===== src/rtl/tlpd_pkg.sv =====
// shared types, widths and constants for the tank level pid pump drive
`timescale 1ns / 1ps
package tlpd_pkg;

   localparam int unsigned CFG_W     = 16;
   localparam int unsigned ECHO_W    = 16;
   localparam int unsigned DT_W      = 16;
   localparam int unsigned DRIVE_W   = 8;
   localparam int unsigned LEVEL_W   = 17;
   localparam int unsigned LVL_WIDE_W = 20;
   localparam int unsigned ERR_W     = 18;
   localparam int unsigned DIFF_W    = 19;
   localparam int unsigned INTEG_W   = 32;
   localparam int unsigned INTEG_SUM_W = 36;
   localparam int unsigned DERIV_W   = 29;
   localparam int unsigned MUL_A_W   = 33;
   localparam int unsigned MUL_B_W   = 16;
   localparam int unsigned PROD_W    = 50;
   localparam int unsigned DIST_W    = 19;
   localparam int unsigned DIST_LSB  = 8;
   localparam int unsigned DRIVE_LSB = 16;
   localparam int unsigned DIV_W     = 34;
   localparam int unsigned DIV_D_W   = 16;
   localparam int unsigned DIV_STEPS = DIV_W / 2;
   localparam int unsigned DIV_CNT_W = $clog2(DIV_STEPS);
   localparam int unsigned CSR_IDX_W = 3;

   // distance factor 0.01715 cm/us in q.16
   localparam logic [MUL_B_W-1:0] DIST_K   = 16'd1124;
   localparam logic [MUL_B_W-1:0] MS_PER_S = 16'd1000;

   localparam logic [CFG_W-1:0] SETPOINT_RST = 16'd3840;
   localparam logic [CFG_W-1:0] HEIGHT_RST   = 16'd6144;
   localparam logic [CFG_W-1:0] KP_RST       = 16'd20480;
   localparam logic [CFG_W-1:0] KI_RST       = 16'd26;
   localparam logic [CFG_W-1:0] KD_RST       = 16'd8960;

   localparam logic signed [LVL_WIDE_W-1:0]  LEVEL_MIN_WIDE = -20'sd65536;
   localparam logic signed [LEVEL_W-1:0]     LEVEL_MIN      = -17'sd65536;
   localparam logic signed [INTEG_SUM_W-1:0] INTEG_MAX_WIDE = 36'sd2147483647;
   localparam logic signed [INTEG_SUM_W-1:0] INTEG_MIN_WIDE = -36'sd2147483648;
   localparam logic signed [INTEG_W-1:0]     INTEG_MAX      = 32'sh7fff_ffff;
   localparam logic signed [INTEG_W-1:0]     INTEG_MIN      = 32'sh8000_0000;
   localparam logic [DRIVE_W-1:0]            DRIVE_MAX      = 8'd255;

   typedef enum logic [CSR_IDX_W-1:0] {
      CSR_SETPOINT = 3'd0,
      CSR_HEIGHT   = 3'd1,
      CSR_KP       = 3'd2,
      CSR_KI       = 3'd3,
      CSR_KD       = 3'd4
   } csr_idx_type;

   typedef enum logic [3:0] {
      ST_IDLE,
      ST_DIST,
      ST_LEVEL,
      ST_MUL_EDT,
      ST_DIV_I,
      ST_WAIT_I,
      ST_MUL_DIFF,
      ST_DIV_D,
      ST_WAIT_D,
      ST_MUL_P,
      ST_MUL_I,
      ST_MUL_D,
      ST_SUM,
      ST_DONE
   } seq_state_type;

   typedef struct packed {
      logic               start;
      logic [DIV_W-1:0]   dividend;
      logic [DIV_D_W-1:0] divisor;
   } div_req_type;

   typedef struct packed {
      logic             done;
      logic [DIV_W-1:0] quotient;
   } div_rsp_type;

endpackage


===== src/rtl/tlpd_div.sv =====
// serial unsigned divider, two quotient bits per cycle
`timescale 1ns / 1ps
module tlpd_div (
   input  logic                  clock,
   input  logic                  reset,
   input  tlpd_pkg::div_req_type div_req,
   output tlpd_pkg::div_rsp_type div_rsp
);
   import tlpd_pkg::*;

   logic                 busy_ff, busy_in;
   logic                 done_ff, done_in;
   logic [DIV_CNT_W-1:0] cnt_ff, cnt_in;
   logic [DIV_D_W-1:0]   rem_ff, rem_in;
   logic [DIV_W-1:0]     dq_ff, dq_in;
   logic [DIV_D_W-1:0]   divisor_ff, divisor_in;

   logic [DIV_D_W:0]     r1, r2;
   logic                 ge1, ge2;
   logic [DIV_D_W-1:0]   rem1, rem2;
   logic                 last;

   // two restoring steps per cycle
   always_comb begin
      r1   = {rem_ff, dq_ff[DIV_W-1]};
      ge1  = r1 >= {1'b0, divisor_ff};
      rem1 = ge1 ? DIV_D_W'(r1 - {1'b0, divisor_ff}) : r1[DIV_D_W-1:0];
      r2   = {rem1, dq_ff[DIV_W-2]};
      ge2  = r2 >= {1'b0, divisor_ff};
      rem2 = ge2 ? DIV_D_W'(r2 - {1'b0, divisor_ff}) : r2[DIV_D_W-1:0];
   end

   assign last = cnt_ff == DIV_CNT_W'(DIV_STEPS - 1);

   always_comb begin
      busy_in    = busy_ff;
      done_in    = 1'b0;
      cnt_in     = cnt_ff;
      rem_in     = rem_ff;
      dq_in      = dq_ff;
      divisor_in = divisor_ff;
      if (div_req.start) begin
         busy_in    = 1'b1;
         cnt_in     = '0;
         rem_in     = '0;
         dq_in      = div_req.dividend;
         divisor_in = div_req.divisor;
      end else if (busy_ff) begin
         rem_in = rem2;
         dq_in  = {dq_ff[DIV_W-3:0], ge1, ge2};
         cnt_in = cnt_ff + 1'b1;
         if (last) begin
            busy_in = 1'b0;
            done_in = 1'b1;
         end
      end
   end

   always_ff @(posedge clock) begin
      if (reset) begin
         busy_ff <= 1'b0;
         done_ff <= 1'b0;
         cnt_ff  <= '0;
      end else begin
         busy_ff <= busy_in;
         done_ff <= done_in;
         cnt_ff  <= cnt_in;
      end
   end

   always_ff @(posedge clock) begin
      rem_ff     <= rem_in;
      dq_ff      <= dq_in;
      divisor_ff <= divisor_in;
   end

   assign div_rsp.done     = done_ff;
   assign div_rsp.quotient = dq_ff;

endmodule


===== src/rtl/tank_level_pid_pump_drive_top.sv =====
// tank level pid pump drive: echo to level, pid law, clamped pump duty
//
//   channel | direction | handshake              | payload
//   req     | in        | req_valid / req_ready  | req_echo_width_us, req_elapsed_ms
//   rsp     | out       | rsp_valid / rsp_ready  | rsp_pump_drive, rsp_level
//   csr     | in        | csr_we (no wait)       | csr_index, csr_wdata
//
// between accept and the next ready, one item makes two passes through the
// serial divider, only one when elapsed_ms is 0, and runs its products one at
// a time through the shared 33x17 multiplier
// synchronous active-high reset restores the registers and clears integral and
// previous error; a finished item sits in the output register, so a stalled rsp
// side holds only the final step while the next item is taken once it empties
`timescale 1ns / 1ps
module tank_level_pid_pump_drive_top (
   input  logic                                 clock,
   input  logic                                 reset,
   input  logic                                 req_valid,
   output logic                                 req_ready,
   input  logic [tlpd_pkg::ECHO_W-1:0]          req_echo_width_us,
   input  logic [tlpd_pkg::DT_W-1:0]            req_elapsed_ms,
   output logic                                 rsp_valid,
   input  logic                                 rsp_ready,
   output logic [tlpd_pkg::DRIVE_W-1:0]         rsp_pump_drive,
   output logic signed [tlpd_pkg::LEVEL_W-1:0]  rsp_level,
   input  logic                                 csr_we,
   input  logic [tlpd_pkg::CSR_IDX_W-1:0]       csr_index,
   input  logic [tlpd_pkg::CFG_W-1:0]           csr_wdata
);
   import tlpd_pkg::*;

   // sequencer
   seq_state_type state_ff, state_in;

   // configuration registers
   logic [CFG_W-1:0] setpoint_ff, height_ff, kp_ff, ki_ff, kd_ff;

   // persistent controller state
   logic signed [ERR_W-1:0]   prev_err_ff, prev_err_in;
   logic signed [INTEG_W-1:0] integ_ff, integ_in;

   // working registers for the item in flight
   logic [ECHO_W-1:0]          echo_ff, echo_in;
   logic [DT_W-1:0]            dt_ff, dt_in;
   logic signed [PROD_W-1:0]   prod_ff, prod_in;
   logic signed [PROD_W-1:0]   acc_ff, acc_in;
   logic signed [LEVEL_W-1:0]  level_ff, level_in;
   logic signed [ERR_W-1:0]    err_ff, err_in;
   logic signed [DERIV_W-1:0]  deriv_ff, deriv_in;
   logic                       neg_ff, neg_in;

   // output register
   logic                       rsp_valid_ff, rsp_valid_in;
   logic [DRIVE_W-1:0]         drive_ff, drive_in;
   logic signed [LEVEL_W-1:0]  rsp_level_ff, rsp_level_in;

   // shared multiplier
   logic signed [MUL_A_W-1:0]  mul_a;
   logic [MUL_B_W-1:0]         mul_b;
   logic signed [PROD_W-1:0]   mul_prod;

   // shared divider
   div_req_type div_req;
   div_rsp_type div_rsp;

   // combinational helpers
   logic [DIST_W-1:0]              echo_dist;
   logic signed [LVL_WIDE_W-1:0]   lvl_wide;
   logic signed [LEVEL_W-1:0]      lvl_sat;
   logic signed [ERR_W-1:0]        err_calc;
   logic signed [DIFF_W-1:0]       diff;
   logic signed [PROD_W-1:0]       prod_mag;
   logic signed [DIV_W:0]          quot_s;
   logic signed [INTEG_SUM_W-1:0]  integ_wide;
   logic signed [INTEG_W-1:0]      integ_sat;
   logic                           acc_pos;
   logic                           acc_big;
   logic                           out_load;

   tlpd_div u_div (
      .clock   (clock),
      .reset   (reset),
      .div_req (div_req),
      .div_rsp (div_rsp)
   );

   // 33 x 17 signed product, registered into prod_ff
   assign mul_prod = PROD_W'(mul_a) * PROD_W'($signed({1'b0, mul_b}));

   // level = height - echo distance, low side saturated
   assign echo_dist = prod_ff[DIST_LSB +: DIST_W];
   assign lvl_wide  = $signed({(LVL_WIDE_W - CFG_W)'(0), height_ff})
                    - $signed({(LVL_WIDE_W - DIST_W)'(0), echo_dist});
   assign lvl_sat  = (lvl_wide < LEVEL_MIN_WIDE) ? LEVEL_MIN : lvl_wide[LEVEL_W-1:0];
   assign err_calc = $signed({(ERR_W - CFG_W)'(0), setpoint_ff}) - ERR_W'(lvl_sat);

   assign diff = DIFF_W'(err_ff) - DIFF_W'(prev_err_ff);

   // sign and magnitude around the unsigned divider, quotient truncates toward zero
   assign prod_mag = prod_ff[PROD_W-1] ? -prod_ff : prod_ff;
   assign quot_s   = neg_ff ? -$signed({1'b0, div_rsp.quotient})
                            :  $signed({1'b0, div_rsp.quotient});

   // integral update with 32-bit saturation
   assign integ_wide = INTEG_SUM_W'(integ_ff) + INTEG_SUM_W'(quot_s);
   always_comb begin
      if (integ_wide > INTEG_MAX_WIDE) begin
         integ_sat = INTEG_MAX;
      end else if (integ_wide < INTEG_MIN_WIDE) begin
         integ_sat = INTEG_MIN;
      end else begin
         integ_sat = integ_wide[INTEG_W-1:0];
      end
   end

   // drive clamp on the q.16 sum
   assign acc_pos  = !acc_ff[PROD_W-1] && (acc_ff != '0);
   assign acc_big  = |acc_ff[PROD_W-2:DRIVE_LSB+DRIVE_W];
   assign out_load = (state_ff == ST_DONE) && (!rsp_valid_ff || rsp_ready);

   // next state
   always_comb begin
      state_in = state_ff;
      unique case (state_ff)
         ST_IDLE:     if (req_valid) state_in = ST_DIST;
         ST_DIST:     state_in = ST_LEVEL;
         ST_LEVEL:    state_in = ST_MUL_EDT;
         ST_MUL_EDT:  state_in = ST_DIV_I;
         ST_DIV_I:    state_in = ST_WAIT_I;
         ST_WAIT_I:   if (div_rsp.done) state_in = ST_MUL_DIFF;
         ST_MUL_DIFF: state_in = ST_DIV_D;
         ST_DIV_D: begin
            if (dt_ff == '0) state_in = ST_MUL_P;
            else             state_in = ST_WAIT_D;
         end
         ST_WAIT_D:   if (div_rsp.done) state_in = ST_MUL_P;
         ST_MUL_P:    state_in = ST_MUL_I;
         ST_MUL_I:    state_in = ST_MUL_D;
         ST_MUL_D:    state_in = ST_SUM;
         ST_SUM:      state_in = ST_DONE;
         ST_DONE:     if (out_load) state_in = ST_IDLE;
         default:     state_in = ST_IDLE;
      endcase
   end

   // datapath control per state
   always_comb begin
      req_ready   = 1'b0;
      mul_a       = '0;
      mul_b       = '0;
      div_req     = '0;
      echo_in     = echo_ff;
      dt_in       = dt_ff;
      prod_in     = prod_ff;
      acc_in      = acc_ff;
      level_in    = level_ff;
      err_in      = err_ff;
      deriv_in    = deriv_ff;
      neg_in      = neg_ff;
      integ_in    = integ_ff;
      prev_err_in = prev_err_ff;
      unique case (state_ff)
         ST_IDLE: begin
            req_ready = 1'b1;
            if (req_valid) begin
               echo_in = req_echo_width_us;
               dt_in   = req_elapsed_ms;
            end
         end
         ST_DIST: begin
            // echo * 0.01715 in q.16
            mul_a   = $signed({(MUL_A_W - ECHO_W)'(0), echo_ff});
            mul_b   = DIST_K;
            prod_in = mul_prod;
         end
         ST_LEVEL: begin
            level_in = lvl_sat;
            err_in   = err_calc;
         end
         ST_MUL_EDT: begin
            mul_a   = MUL_A_W'(err_ff);
            mul_b   = dt_ff;
            prod_in = mul_prod;
         end
         ST_DIV_I: begin
            // error * dt / 1000
            div_req.start    = 1'b1;
            div_req.dividend = prod_mag[DIV_W-1:0];
            div_req.divisor  = MS_PER_S;
            neg_in           = prod_ff[PROD_W-1];
         end
         ST_WAIT_I: begin
            if (div_rsp.done) integ_in = integ_sat;
         end
         ST_MUL_DIFF: begin
            mul_a   = MUL_A_W'(diff);
            mul_b   = MS_PER_S;
            prod_in = mul_prod;
         end
         ST_DIV_D: begin
            // (error - previous error) * 1000 / dt, zero when dt is zero
            prev_err_in = err_ff;
            if (dt_ff == '0) begin
               deriv_in = '0;
            end else begin
               div_req.start    = 1'b1;
               div_req.dividend = prod_mag[DIV_W-1:0];
               div_req.divisor  = dt_ff;
               neg_in           = prod_ff[PROD_W-1];
            end
         end
         ST_WAIT_D: begin
            if (div_rsp.done) deriv_in = quot_s[DERIV_W-1:0];
         end
         ST_MUL_P: begin
            mul_a   = MUL_A_W'(err_ff);
            mul_b   = kp_ff;
            prod_in = mul_prod;
         end
         ST_MUL_I: begin
            acc_in  = prod_ff;
            mul_a   = MUL_A_W'(integ_ff);
            mul_b   = ki_ff;
            prod_in = mul_prod;
         end
         ST_MUL_D: begin
            acc_in  = acc_ff + prod_ff;
            mul_a   = MUL_A_W'(deriv_ff);
            mul_b   = kd_ff;
            prod_in = mul_prod;
         end
         ST_SUM: begin
            acc_in = acc_ff + prod_ff;
         end
         ST_DONE: begin
         end
         default: begin
         end
      endcase
   end

   // output register, loaded when it is empty or being drained
   always_comb begin
      drive_in     = drive_ff;
      rsp_level_in = rsp_level_ff;
      rsp_valid_in = rsp_valid_ff && !rsp_ready;
      if (out_load) begin
         rsp_valid_in = 1'b1;
         rsp_level_in = level_ff;
         if (!acc_pos)     drive_in = '0;
         else if (acc_big) drive_in = DRIVE_MAX;
         else              drive_in = acc_ff[DRIVE_LSB +: DRIVE_W];
      end
   end

   // control state, configuration and persistent controller state
   always_ff @(posedge clock) begin
      if (reset) begin
         state_ff     <= ST_IDLE;
         rsp_valid_ff <= 1'b0;
         setpoint_ff  <= SETPOINT_RST;
         height_ff    <= HEIGHT_RST;
         kp_ff        <= KP_RST;
         ki_ff        <= KI_RST;
         kd_ff        <= KD_RST;
         integ_ff     <= '0;
         prev_err_ff  <= '0;
      end else begin
         state_ff     <= state_in;
         rsp_valid_ff <= rsp_valid_in;
         integ_ff     <= integ_in;
         prev_err_ff  <= prev_err_in;
         if (csr_we) begin
            unique case (csr_idx_type'(csr_index))
               CSR_SETPOINT: setpoint_ff <= csr_wdata;
               CSR_HEIGHT:   height_ff   <= csr_wdata;
               CSR_KP:       kp_ff       <= csr_wdata;
               CSR_KI:       ki_ff       <= csr_wdata;
               CSR_KD:       kd_ff       <= csr_wdata;
               default: begin
                  // unknown index, write dropped
               end
            endcase
         end
      end
   end

   // payload registers
   always_ff @(posedge clock) begin
      echo_ff      <= echo_in;
      dt_ff        <= dt_in;
      prod_ff      <= prod_in;
      acc_ff       <= acc_in;
      level_ff     <= level_in;
      err_ff       <= err_in;
      deriv_ff     <= deriv_in;
      neg_ff       <= neg_in;
      drive_ff     <= drive_in;
      rsp_level_ff <= rsp_level_in;
   end

   assign rsp_valid      = rsp_valid_ff;
   assign rsp_pump_drive = drive_ff;
   assign rsp_level      = rsp_level_ff;

endmodule


===== config.mk =====
export PLATFORM = sky130hd
export DESIGN_NAME = tank_level_pid_pump_drive_top
export DESIGN_NICKNAME = d
export VERILOG_FILES = /design/src/rtl/tlpd_pkg.sv /design/src/rtl/tlpd_div.sv /design/src/rtl/tank_level_pid_pump_drive_top.sv
export SDC_FILE = /design/constraint.sdc
export NUM_CORES = 2
export LEC_CHECK = 0
export ABC_CLOCK_PERIOD_IN_PS = 12300
export BUFFER_PORTS_ARGS = -buffer_cell sky130_fd_sc_hd__buf_2
export CORE_MARGIN = 1
export CORE_UTILIZATION = 55
export DETAILED_ROUTE_END_ITERATION = 12
export GPL_TIMING_DRIVEN = 0
export PLACE_DENSITY = 0.71
export SYNTH_ARGS = -nofsm -noshare
export SYNTH_HDL_FRONTEND = slang
export SYNTH_SLANG_ARGS = --single-unit

===== constraint.sdc =====
create_clock -name clock -period 12.3 [get_ports clock]
set_input_delay 1.23 -clock clock [delete_from_list [all_inputs] [get_ports clock]]
set_output_delay 1.23 -clock clock [all_outputs]
set_load 0.02 [all_outputs]

# After elaboration in Yosys (flattened, before gate mapping)
# Index checks and enable logic that the tools add are counted.
# Widths: inputs -> output; s select.
dict set report word_totals {
  out_inout_bits 27
  register_bits 430
  inputBits 56
  wordCells 129
}
dict set report op_classes {
  mux 32
  n_eq_ne 24
  n_bitwise 1
  addsub 10
  n_reduce_logical 31
  mul 1
  n_lt_le_gt_ge 5
}
# operator n
set ops {}
lappend ops {{$pmux 33 s5} 1}
lappend ops {{$mux 34} 3}
lappend ops {{$pmux 51 s2} 1}
lappend ops {{$pmux 50 s2} 1}
lappend ops {{$pmux 16 s6} 1}
lappend ops {{$mux 32} 2}
lappend ops {{$mux 29} 2}
lappend ops {{$pmux 29 s2} 1}
lappend ops {{$pmux 4 s14} 1}
lappend ops {{$mux 51} 1}
lappend ops {{$add 50x50->50} 1}
lappend ops {{$mul 33x17->50} 1}
lappend ops {{$reduce_bool 50->1} 1}
lappend ops {{$add 32x35->36} 1}
lappend ops {{$gt 36x32->1 const B} 1}
lappend ops {{$lt 36x32->1 const B} 1}
lappend ops {{$mux 35} 1}
lappend ops {{$neg 34->35} 1}
lappend ops {{$ge 17x16->1} 2}
lappend ops {{$neg 34->34} 1}
lappend ops {{$mux 16} 2}
lappend ops {{$sub 16x16->16} 2}
lappend ops {{$reduce_or 25->1} 1}
lappend ops {{$eq 4x4->1 const B} 6}
lappend ops {{other kinds (33)} 68}

# Longest topological paths before layout
dict set report depth {
  ltp_word 6
  ltp_mapped 40
}

# Modules after synthesis
# From an unflattened synthesis, not the netlist that was laid out.
dict set report unflattened {
  hier_cells 5023
  hier_area_um2 44865.5
}
# mod area_per_inst_um2 seq_area_each_um2 cells_per_inst n_inst
set modules_own_cells {}
lappend modules_own_cells {tank_level_pid_pump_drive_top 40131.0 9369.0 4563 1}
lappend modules_own_cells {tlpd_div 4734.5 1961.9 460 1}

# Least setup slack after synthesis
# Ideal clock, no wire load.
dict set report synth_timing {
  path_type {reg-to-reg}
  startpoint {register err_ff[0]}
  endpoint {register prod_ff[49] (data pin)}
  required_time_ns 12.026
  path_buffers 2
  slack_ns 3.291
  path_stages_with_launch 39
  setup_ns 0.274
  arrival_time_ns 8.735
  period_less_slack_ns 9.009
  cell_sequence {edfxtp_1 > inv_1 > ha_1 > inv_1 > fa_1 > a21o_1 > a21oi_1 > o21bai_1 > a21oi_1 > o21bai_1 > a21o_1 > nand3_1 > a21oi_1 > o41ai_1 > clkbuf_1 > a221o_1 > clkbuf_1 > nand2_1 > [3 not listed] > inv_1 > fa_1 > fa_1 > inv_1 > fa_1 > inv_1 > ha_1 > a21o_1 > a21o_1 > a21oi_1 > o22ai_1 > a41oi_1 > o31a_1 > o21ai_0 > a211o_1 > o21ba_2 > nor4_1 > a311oi_1}
}
dict set report synth_between {
  elab_chain_len 3
}
# element line
set synth_rtl {}
lappend synth_rtl {{from (decl)} tank_level_pid_pump_drive_top.sv:48} ;# logic signed [ERR_W-1:0] err_ff, err_in;
lappend synth_rtl {{from (signal assigned)} tank_level_pid_pump_drive_top.sv:295} ;# err_ff <= err_in;
lappend synth_rtl {{$sub 18x18->19} tank_level_pid_pump_drive_top.sv:97} ;# assign diff = DIFF_W'(err_ff) - DIFF_W'(prev_err_ff);
lappend synth_rtl {{$pmux 33 s5 (*)} tank_level_pid_pump_drive_top.sv:162} ;# unique case (state_ff)
lappend synth_rtl {{$mul 33x17->50 (*)} tank_level_pid_pump_drive_top.sv:88} ;# assign mul_prod = PROD_W'(mul_a) * PROD_W'($signed({1'b0, mul_b}));
lappend synth_rtl {{named net mul_prod[49]} tank_level_pid_pump_drive_top.sv:60} ;# logic signed [PROD_W-1:0] mul_prod;
lappend synth_rtl {{to (signal assigned)} tank_level_pid_pump_drive_top.sv:292} ;# prod_ff <= prod_in;
lappend synth_rtl {{to (decl)} tank_level_pid_pump_drive_top.sv:45} ;# logic signed [PROD_W-1:0] prod_ff, prod_in;
# Mark *: on every way through the listed nets, which the timed path passes. The rest lies on a longest branch.
# A chain may end at the register's enable or synchronous reset.

# Worst setup path after layout
dict set report layout_timing {
  startpoint {register state_ff[2]}
  endpoint {register prod_ff[48] (data pin)}
}
dict set report layout_between {
  elab_chain_len 4
  word_cells_on_any_way 10
}
# element line
set layout_rtl {}
lappend layout_rtl {{from (decl)} tank_level_pid_pump_drive_top.sv:33} ;# seq_state_type state_ff, state_in;
lappend layout_rtl {{from (signal assigned)} tank_level_pid_pump_drive_top.sv:269} ;# state_ff <= state_in;
lappend layout_rtl {{$eq 4x4->1 or $eq 4x2->1 (tied branches)} tank_level_pid_pump_drive_top.sv:162}
lappend layout_rtl {{$reduce_or 2->1 (no source line)} -}
lappend layout_rtl {{$pmux 33 s5} tank_level_pid_pump_drive_top.sv:162}
lappend layout_rtl {{$mul 33x17->50 (*)} tank_level_pid_pump_drive_top.sv:88}
lappend layout_rtl {{named net mul_prod[48]} tank_level_pid_pump_drive_top.sv:60}
# Marks and branches as above.

==> results.json <==
{
  "yosysMostFrequentCell": "nand2_1",
  "synth_top_cell_area_share_pct": 22.6,
  "fin_util_pct": 60.3,
  "setup_viol": 0,
  "fin_nets": 5940,
  "max_freq_mhz": 83.2,
  "period_share_pct": 97.7,
  "grt_pass1_wl_um": 219000,
  "power_leakage_nw": 21.0,
  "worst_pin_slew_ps": 1470,
  "layout-drive-gt1-share_pct": 4.27,
  "critical_path_class": "flip-flop to flip-flop",
  "hold_viol": 0,
  "clk_path_buf_depth": 3,
  "place_ws_ps": 341,
  "yosys.area.top_type": "fa_1",
  "dp_hpwl_um": 115000,
  "layoutNonFillerInstCount": 6188,
  "finalInstanceArea_mm2": 0.0478,
  "grt_max_degree": 30,
  "rows": 103,
  "crit_path_start_kind": "flip-flop",
  "io_buffer_count": 81,
  "rsz0062_at_grt": "false",
  "drt-pass1-iter-count": 9,
  "synth_edf_count": 272,
  "place_area_mm2": 0.0462,
  "finalWorstPathRequiredPeriod_ps": 12020,
  "cp_slowest_cell": "a2111oi_0",
  "grtUsageTotal_pct": 35.3,
  "ios": 83,
  "core-area_mm2": 0.0793,
  "p_per_area_mw_per_mm2": 129,
  "avgSynthCellArea_um2": 8.93,
  "place_inst": 6098,
  "drv_slew": 0,
  "regArea_mm2": 0.0113,
  "fin_skew_ps": 21.3,
  "synth.distinct_cells": 82,
  "endpoint_kind": "flip-flop",
  "ys_ff_latch": 430,
  "cts-root-buf": "clkbuf_16",
  "multi_input_area_mm2": 0.0295,
  "maxCapViolCount": 0,
  "antenna_left": 0,
  "wl_per_cell_um": 23.1,
  "cts_setup_buffers": 0,
  "rrSetupSlack_ps": 280,
  "holdCritStartpoint": "level_ff[3]",
  "antenna_found_initial": 6,
  "synth_fp_nets": 5802,
  "yosys-top-cells-area": "fa_1 23%, edfxtp_1 18%, ha_1 8.1%",
  "die_w_um": 286,
  "first_global_vias": 37000,
  "via_per_inst": 6.05,
  "routabilityCongestion": 0.997,
  "fin_ws_ps": 280,
  "syn_area_mm2": 0.0443,
  "setup_tns_ps": 0,
  "crit_arrival_ps": 12350,
  "die_h_um": 286,
  "overflow": 0,
  "cts_buffers": 45,
  "syn-instance-count": 4958,
  "areaGrowthSynthToFinish_pct": 7.90,
  "worstReg2RegStart": "state_ff[2]",
  "htree_num_levels": 2,
  "fillerInstances": 6906,
  "slew_headroom_pct": 2.10,
  "drt-initial-drc-count": 3727,
  "crit_path_frequent_cell": "fa_1",
  "drc_errors": 0,
  "path_clk_slew_ps": 70,
  "wl_um": 143000,
  "start_util_pct": 55.9,
  "async_flop_share_pct": 0,
  "status": "finished clean",
  "cp.required_ps": 12630,
  "startpoint": "state_ff[2]",
  "dieArea_mm2": 0.0816,
  "synthFlopType": "edfxtp_1",
  "clkLatencyLatePin_ps": 610,
  "peakVddDrop_mv": 0.119,
  "vias": 37500,
  "cts_tree": "built",
  "min_path_type": "flip-flop to flip-flop",
  "synth_seq_area_share_pct": 25.6,
  "cp_max_fo": 10,
  "synthTopCellsByCount": "754 x nand2_1, 713 x inv_1, 500 x fa_1",
  "yosys_warnings": 0,
  "cts_sinks": 430,
  "slowest_delay_ps": 980
}
power by group:
group          leakage, nW  total, W  switching, W  internal (W)
Combinational         16.5   0.00273       0.00176      0.000964
Clock                0.759   0.00149      0.000634      0.000852
Sequential            3.77   0.00193      0.000184       0.00175
state kept, by name (all words and copies together), names as in the netlist, 17 cells and up:
| name | count |
|---|---|
| prod_ff | 50 |
| rsp_level | 17 |
| u_div.dq_ff | 34 |
| integ_ff | 32 |
| err_ff | 18 |
| prev_err_ff | 18 |
| acc_ff | 50 |
| deriv_ff | 29 |
| level_ff | 17 |
critical path, delay by kind of cell (launching register included):
family | cells | cell delay, ps
AOI/OAI and AO/OA | 9 | 4270
xor gates and xnor gates | 1 | 110
and+or+nand+nor | 5 | 1490
adders and majority gates | 7 | 3460
DFF | 1 | 300
buffers and inverters | 7 | 2070
timing repair:
action	4_1_cts	5_1_grt
hold endpoints to repair	0	0
resized for setup	0	1
hold buffers	0	0
endpoints found under the setup margin	0	3
metrics by stage:
step,power [W],hold slack [ps]
finish,0.00614,419
global route,0.00645,429
CTS,0.00608,420
detailed placement,0.00459,406
global placement,0.00454,403
floorplan,0.00373,400
cells in the final DEF, fill, tap and decap left out, drive strengths merged, types with 13 or more instances in the layout:
cell type  Yosys  layout
xnor2        153     153
and2          62      62
a21oi        317     317
a22oi         28      28
clkinv         0      17
dfxtp        158     158
nand3         54      54
o211ai        19      19
edfxtp       272     272
nand2        755     755
and3          40      40
a221o         13      13
or2           18      18
or3           50      50
xor2          72      72
buf            6      96
a211oi        26      26
clkbuf       213     270
a31oi         23      23
fa           500     500
nand2b        46      46
o31ai         28      28
nand4         31      31
inv          713     715
ha           288     288
nor4          21      21
o21ai        185     185
a221oi        18      18
o21bai        31      31
o32ai         32      32
nor2b         75      75
nand3b        17      17
nor3          50      50
a21o         105     105
nor2         310     310
o21a          38      38
mux2i         21      21
a21boi        18      18
or4           25      25
a222oi        16      16
area by class of cell:
cell class / instances / area share (%)
flip-flops and latches: 430 / 23.7
clock buffers: 56 / 2.44
diodes: 6 / 0.0314
clock inverters: 27 / 0.828
repair buffers: 91 / 1.17
inverters: 713 / 5.60
well taps: 1050 / 2.75
multi-input cells: 3596 / 61.7
plain buffers: 219 / 1.72
worst paths after layout:
kind	to	cells after the start
hold reg to reg	rsp_level[3]	0
hold / removal	rsp_level[3]	0
setup reg to reg	prod_ff[48]	29
setup / recovery	prod_ff[48]	29
kinds of logic (layout without fill, tap and decap cells):
| kind of cell | count (synthesis) | count (layout) | synth area share [%] |
|---|---|---|---|
| AO/OA/AOI/OAI | 980 | 980 | 14.4 |
| AND/OR/NAND/NOR | 1575 | 1575 | 16.3 |
| other | 0 | 6 | 0 |
| buffers and inverters | 932 | 1106 | 7.90 |
| multiplexers | 28 | 28 | 0.653 |
| adder cells (fa/ha/maj) | 788 | 788 | 30.8 |
| flip-flops | 430 | 430 | 25.6 |
| XOR/XNOR | 225 | 225 | 4.45 |
routing by layer:
metal  part of all wire (%)  GRT usage [%]  vias to the layer above
li1                       -              -                    16800
met1                     40           46.8                    18400
met2                     45           55.3                     1874
met3                     11           8.05                      365
met4                    5.0           16.3                        2
met5                  0.013              0                        -
No activity file was read; power rests on OpenSTA's default activity.
